`src/mips_subset_instruction_execute_macros.svh`:
```
// Assertion macros for the MIPS subset execute block.
// Used by the top level only; relies on signals named clock and reset.
`ifndef MIPS_SUBSET_INSTRUCTION_EXECUTE_MACROS_SVH
`define MIPS_SUBSET_INSTRUCTION_EXECUTE_MACROS_SVH
// Same-cycle implication
`define MSE_ASSERT_NOW(label, ante, cons, msg) \
   label: assert property (@(posedge clock) disable iff (reset) (ante) |-> (cons)) \
      else $error(msg);
// Next-cycle implication
`define MSE_ASSERT_NEXT(label, ante, cons, msg) \
   label: assert property (@(posedge clock) disable iff (reset) (ante) |=> (cons)) \
      else $error(msg);
`endif

```
`src/mse_pkg.sv`:
```
// Shared types, constants and opcode codes for the MIPS subset execute block.
// No dependencies.
package mse_pkg;
   localparam int DataBytes = 65536;
   localparam int AddrW     = $clog2(DataBytes);
   localparam int RowW      = AddrW - 2;
   localparam int Rows      = DataBytes / 4;
   localparam logic [31:0] DataBase  = 32'h1000_0000;
   localparam logic [31:0] DataLimit = 32'(DataBytes - 4);
   localparam logic [31:0] DataSize  = 32'(DataBytes);

   // primary opcodes
   localparam logic [5:0] OpSpecial = 6'd0;
   localparam logic [5:0] OpJ       = 6'd2;
   localparam logic [5:0] OpJal     = 6'd3;
   localparam logic [5:0] OpBeq     = 6'd4;
   localparam logic [5:0] OpBne     = 6'd5;
   localparam logic [5:0] OpAddi    = 6'd8;
   localparam logic [5:0] OpAddiu   = 6'd9;
   localparam logic [5:0] OpSlti    = 6'd10;
   localparam logic [5:0] OpSltiu   = 6'd11;
   localparam logic [5:0] OpAndi    = 6'd12;
   localparam logic [5:0] OpOri     = 6'd13;
   localparam logic [5:0] OpXori    = 6'd14;
   localparam logic [5:0] OpLui     = 6'd15;
   localparam logic [5:0] OpLw      = 6'd35;
   localparam logic [5:0] OpSw      = 6'd43;

   // function codes of the special opcode
   localparam logic [5:0] FnSll  = 6'd0;
   localparam logic [5:0] FnSrl  = 6'd2;
   localparam logic [5:0] FnJr   = 6'd8;
   localparam logic [5:0] FnAdd  = 6'd32;
   localparam logic [5:0] FnAddu = 6'd33;
   localparam logic [5:0] FnSub  = 6'd34;
   localparam logic [5:0] FnSubu = 6'd35;
   localparam logic [5:0] FnAnd  = 6'd36;
   localparam logic [5:0] FnOr   = 6'd37;
   localparam logic [5:0] FnXor  = 6'd38;
   localparam logic [5:0] FnNor  = 6'd39;
   localparam logic [5:0] FnSlt  = 6'd42;
   localparam logic [5:0] FnSltu = 6'd43;

   // request kinds
   localparam logic ReqExecute = 1'b0;
   localparam logic ReqPreload = 1'b1;

   typedef enum logic [3:0] {
      StIdle  = 4'b0001,
      StExec  = 4'b0010,
      StLoad  = 4'b0100,
      StClear = 4'b1000
   } state_type;

   // outcome of decoding and executing one request
   typedef struct packed {
      logic [31:0] npc;
      logic        wr;
      logic [4:0]  di;
      logic [31:0] dv;
      logic        halt_set;
      logic        fault;
      logic        load;
      logic        store;
      logic        preload;
      logic [31:0] off;
   } exec_res_type;
endpackage

```
`src/mse_exec.sv`:
```
// Decode and execute of one request: ALU, branch/jump target, memory address check.
// Depends on mse_pkg for codes and the result struct.
module mse_exec (
   input  logic                  opcode,
   input  logic [31:0]           instr,
   input  logic [15:0]           preload_addr,
   input  logic [31:0]           a,
   input  logic [31:0]           b,
   input  logic [31:0]           pc,
   input  logic                  halted,
   output mse_pkg::exec_res_type res
);
   logic [5:0]  op;
   logic [5:0]  fn;
   logic [4:0]  sh;
   logic [15:0] imm;
   logic [31:0] simm;
   logic [31:0] pc4;
   logic [31:0] mem_off;
   logic        bad;

   assign op      = instr[31:26];
   assign fn      = instr[5:0];
   assign sh      = instr[10:6];
   assign imm     = instr[15:0];
   assign simm    = {{16{imm[15]}}, imm};
   assign pc4     = pc + 32'd4;
   assign mem_off = a + simm - mse_pkg::DataBase;

   always_comb begin
      res     = '0;
      bad     = 1'b0;
      res.npc = pc4;
      if (opcode == mse_pkg::ReqPreload) begin
         // byte preload: PC unchanged
         res.npc     = pc;
         res.preload = 1'b1;
         res.off     = {16'd0, preload_addr};
         res.fault   = res.off >= mse_pkg::DataSize;
         res.preload = !res.fault;
      end else if (op == mse_pkg::OpSpecial) begin
         res.di = instr[15:11];
         res.wr = 1'b1;
         case (fn)
            mse_pkg::FnSll: res.dv = b << sh;
            mse_pkg::FnSrl: res.dv = b >> sh;
            mse_pkg::FnJr: begin
               res.wr  = 1'b0;
               res.npc = a;
            end
            mse_pkg::FnAdd, mse_pkg::FnAddu: res.dv = a + b;
            mse_pkg::FnSub, mse_pkg::FnSubu: res.dv = a - b;
            mse_pkg::FnAnd:  res.dv = a & b;
            mse_pkg::FnOr:   res.dv = a | b;
            mse_pkg::FnXor:  res.dv = a ^ b;
            mse_pkg::FnNor:  res.dv = ~(a | b);
            mse_pkg::FnSlt:  res.dv = {31'd0, $signed(a) < $signed(b)};
            mse_pkg::FnSltu: res.dv = {31'd0, a < b};
            default:         bad = 1'b1;
         endcase
      end else begin
         res.di = instr[20:16];
         case (op)
            mse_pkg::OpJ: res.npc = {pc4[31:28], instr[25:0], 2'b00};
            mse_pkg::OpJal: begin
               res.npc = {pc4[31:28], instr[25:0], 2'b00};
               res.wr  = 1'b1;
               res.di  = 5'd31;
               res.dv  = pc4;
            end
            mse_pkg::OpBeq: begin
               if (a == b) res.npc = pc4 + {simm[29:0], 2'b00};
            end
            mse_pkg::OpBne: begin
               if (a != b) res.npc = pc4 + {simm[29:0], 2'b00};
            end
            mse_pkg::OpAddi, mse_pkg::OpAddiu: begin
               res.wr = 1'b1;
               res.dv = a + simm;
            end
            mse_pkg::OpSlti: begin
               res.wr = 1'b1;
               res.dv = {31'd0, $signed(a) < $signed(simm)};
            end
            mse_pkg::OpSltiu: begin
               res.wr = 1'b1;
               res.dv = {31'd0, a < simm};
            end
            mse_pkg::OpAndi: begin
               res.wr = 1'b1;
               res.dv = a & {16'd0, imm};
            end
            mse_pkg::OpOri: begin
               res.wr = 1'b1;
               res.dv = a | {16'd0, imm};
            end
            mse_pkg::OpXori: begin
               res.wr = 1'b1;
               res.dv = a ^ {16'd0, imm};
            end
            mse_pkg::OpLui: begin
               res.wr = 1'b1;
               res.dv = {imm, 16'd0};
            end
            mse_pkg::OpLw, mse_pkg::OpSw: begin
               // register write for a load happens once the data returns
               res.off   = mem_off;
               res.fault = mem_off > mse_pkg::DataLimit;
               res.load  = (op == mse_pkg::OpLw) && !res.fault;
               res.store = (op == mse_pkg::OpSw) && !res.fault;
            end
            default: bad = 1'b1;
         endcase
      end

      // unknown instruction stops the machine where it stands
      if (bad) begin
         res          = '0;
         res.npc      = pc;
         res.halt_set = 1'b1;
      end
      // stopped machine ignores everything
      if (halted) begin
         res     = '0;
         res.npc = pc;
      end
      if (res.di == 5'd0) begin
         res.wr = 1'b0;
      end
   end
endmodule
```
`config.mk`:
```
export PLATFORM = sky130hd
export DESIGN_NAME = mse_exec
export DESIGN_NICKNAME = d
export VERILOG_FILES = /design/src/mips_subset_instruction_execute_macros.svh /design/src/mse_pkg.sv /design/src/mse_exec.sv
export SDC_FILE = /design/constraint.sdc
export NUM_CORES = 1
export LEC_CHECK = 0
export BUFFER_PORTS_ARGS = -buffer_cell sky130_fd_sc_hd__buf_2
export CAP_MARGIN = 20
export CORE_MARGIN = 2
export CORE_UTILIZATION = 25
export DETAILED_ROUTE_END_ITERATION = 12
export GPL_ROUTABILITY_DRIVEN = 1
export PLACE_DENSITY_LB_ADDON = 0.3
export SETUP_SLACK_MARGIN = 0.5
export SLEW_MARGIN = 40
export SYNTH_ARGS = -nofsm -noshare
export SYNTH_HDL_FRONTEND = slang
export SYNTH_SLANG_ARGS = --single-unit
```
`constraint.sdc`:
```
create_clock -name vclk -period 11.7
set_clock_uncertainty 0.1 [all_clocks]
set_input_delay 1.755 -clock vclk [all_inputs]
set_output_delay 1.755 -clock vclk [all_outputs]
set_load 0.05 [all_outputs]
```
==> qor.csv <==
stage,metric,value,unit
timing,Final period util,0.7458,
global_route,initial antenna violation count,5,
die,chip width,257.1,um
critical_path,CP Launch Type,input port,
detailed_routing,Vias/cell,6.237,
pwr,leakage power,7.714,nW
finish,FFs & Latches,0,
pwr,Max VDD drop,0.00002063,V
die,Die Y,257.1,um
critical_path,crit-path cells,"buf_2, buf_4, clkinv_1, buf_4, ha_1, a21oi_1, nand2_1, a2111o_1, o21ai_1, o221ai_1, o22ai_1, xnor2_1, inv_1, ha_1, inv_1, nor4_1, o21ai_0, nor4_1, buf_2",
die,core area,63200,um^2
run,Max Cap Viol,0,
finish,synthesis-to-layout area growth,12.43,%
timing,max-slew violations,0,
global_route,vias in the first global route,19430,
status,status,finished clean,
place,pre-CTS setup slack,3074,ps
die,die area,66080,um^2
critical_path,highest cell delay on the worst timing path,550,ps
clocking,hold-fix buffers at CTS,0,
pwr,Reg power frac,0,
synthesis,synthesized area per cell,6.635,um^2
finish,FF/Latch Area,0,um^2
timing,final setup TNS,0,ps
detailed_routing,DR iter-0 viols,2859,
synthesis,Ys Warns,0,
clocking,post-CTS setup buffer count,0,
detailed_routing,DR WL/cell,27.81,um
finish,clock buffers,0,
finish,Nets,2900,
timing,fin crit period,8725,ps
pwr,Internal Power,269.3,uW
pwr,Clk pwr share,0,
global_route,total grt overflow,0,
place,hpwl dp,75490,um
critical_path,"Largest delay share family, worst path",compound AO/OA/AOI/OAI gates,
finish,layout cells sized above 1,0.1524,
detailed_routing,Initial DRT Pass Iterations,6,
worst_hold_path,Tightest Hold Check Type,input port to primary output,
detailed_routing,Total Wirelength,94210,um
critical_path,critical path type,input port to primary output,
pwr,Pwr Total,867.5,uW
die,I/O Pins,253,
finish,post-route cell area,18000,um^2
worst_hold_path,Hold Crit Depth,3,
die,Starting Density,0.2533,
place,IO buf count,253,
synthesis,Synthesized Nets,2771,
place,placed cell areas,17980,um^2
critical_path,"Arr. time, crit path",6870,ps
pwr,switch share,0.6896,
critical_path,Slowest cell on crit path,o21ai_1,
place,GPL Wtd Cong,1.045,
global_route,gr usage total,0.2687,
global_route,largest net degree at the start of global routing,67,
critical_path,Worst Path Max Fanout,46,
timing,final hold viol count,0,
pwr,switching pwr,598.2,uW
worst_hold_path,Worst Hold End,res[36],
pwr,Power Density,48.20,nW/um^2
timing,PnR worst setup slack,2975,ps
synthesis,post-synthesis cell type count,86,
synthesis,synthesized area,16010,um^2
clocking,Resize count post-CTS,0,
detailed_routing,vias,21130,
die,FP Rows,92,
critical_path,"Buf+Inv Stages, Crit Path",7,
worst_hold_path,hold_sp,halted,
timing,RSZ-0062 raised after global routing,no,
timing,worst rel slew slack,0.4105,
critical_path,Critical Path RT,9850,ps
global_route,first-pass GRT wire length,135700,um
timing,"Setup violations, final",0,
pwr,Gate power share,1.000,
timing,slew at the pin with the worst max-slew slack,872.0,ps
detailed_routing,antenna-violating nets left,0,
detailed_routing,Remaining DRCs,0,
synthesis,register area share after synthesis,0,
synthesis,Post-Syn Instances,2413,
critical_path,Crit. End Element,primary output,
timing,FMAX,0.1146,GHz
[per-layer routing]
layer	up-vias	GRT usage	part of all wire
met1	9959	0.3522	0.40
met5	-	0	0.00051
met2	1426	0.4078	0.42
li1	9417	-	-
met4	8	0.1636	0.076
met3	321	0.04817	0.098
[metrics by stage]
step,hold slack [ps],instances,util
after floorplan,3586,2413,-
after global placement,3750,3386,0.2843
after detailed placement,3753,3386,0.2845
after CTS,3753,3386,0.2845
after global routing,3767,3387,0.2848
final,3750,3388,0.2848
[cells in the mapped netlist, drive strengths merged (24+ instances only)]
library cell | n | share of area
o22ai | 33 | 0.013
a21o | 31 | 0.015
nand4 | 24 | 0.0094
nor2 | 293 | 0.070
nor3 | 72 | 0.023
clkbuf | 122 | 0.029
ha | 208 | 0.16
xor2 | 26 | 0.014
a221o | 25 | 0.016
a211oi | 47 | 0.022
inv | 159 | 0.037
xnor2 | 53 | 0.029
mux2i | 50 | 0.031
buf | 47 | 0.018
a22oi | 26 | 0.012
o211ai | 39 | 0.018
a21oi | 246 | 0.077
nand3 | 46 | 0.014
a31oi | 34 | 0.013
a221oi | 60 | 0.034
o21bai | 34 | 0.016
mux4 | 42 | 0.059
o21ai | 186 | 0.058
nand2 | 173 | 0.041
[power by group through the flow]
stage	logic, mW	clock network [mW]	registers, mW
after global routing	0.918	0.0000000114	0
after CTS	0.840	0	0
after detailed placement	0.835	0	0
after floorplan	0.542	0	0
final	0.868	0.00000000899	0
after global placement	0.842	0	0
[worst max path at each step]
stage                        start      end  cells past startpoint
after floorplan           instr[8]  res[33]                     17
after global placement    instr[7]  res[33]                     19
after detailed placement  instr[7]  res[33]                     19
after CTS                 instr[7]  res[33]                     19
after global routing      instr[7]  res[33]                     19
final                     instr[7]  res[33]                     19
[cell usage in the layout (no fill, tap or decap), types with 19 or more instances in the layout]
cell type and count:
a211oi_1 47, o22ai_1 33, nand2_1 172, a21oi_1 245, ha_1 208, o221ai_1 19, a221oi_1 58, nand2b_1 23
inv_1 158, mux4_2 42, mux2i_1 50, xnor2_1 53, nor2_1 288, buf_2 252, a21o_1 31, and3_1 22
buf_4 44, a221o_1 25, xor2_1 26, o211ai_1 39, nor4_1 20, o31ai_1 22, nor3_1 66, o21bai_1 34
a31oi_1 34, a22oi_1 26, nand4_1 24, o21ai_0 175, nand3_1 45
[kinds of logic (layout without fill, tap and decap cells)]
kind of cell	count (synthesis)	count (layout)	share of synthesized area
buf+inv	330	457	0.08417
other cells	0	2	0
mux	93	93	0.09105
simple gates	751	751	0.2172
compound gates	948	948	0.3968
xor+xnor	79	79	0.04322
fa+ha+maj	212	212	0.1676
[layout make-up]
class / instances / area, um^2
Inverter: 161 / 604.3
Tap cell: 846 / 1059
Antenna cell: 2 / 5.005
Timing Repair Buffer: 296 / 1592
Fill cell: 7144 / 45200
Multi-Input combinational cell: 2083 / 14740
[worst min-delay path, stage by stage]
cell and delay, ps:
buf_2 100, nor2_1 40, buf_2 200
(Power assumes the default switching activity.)
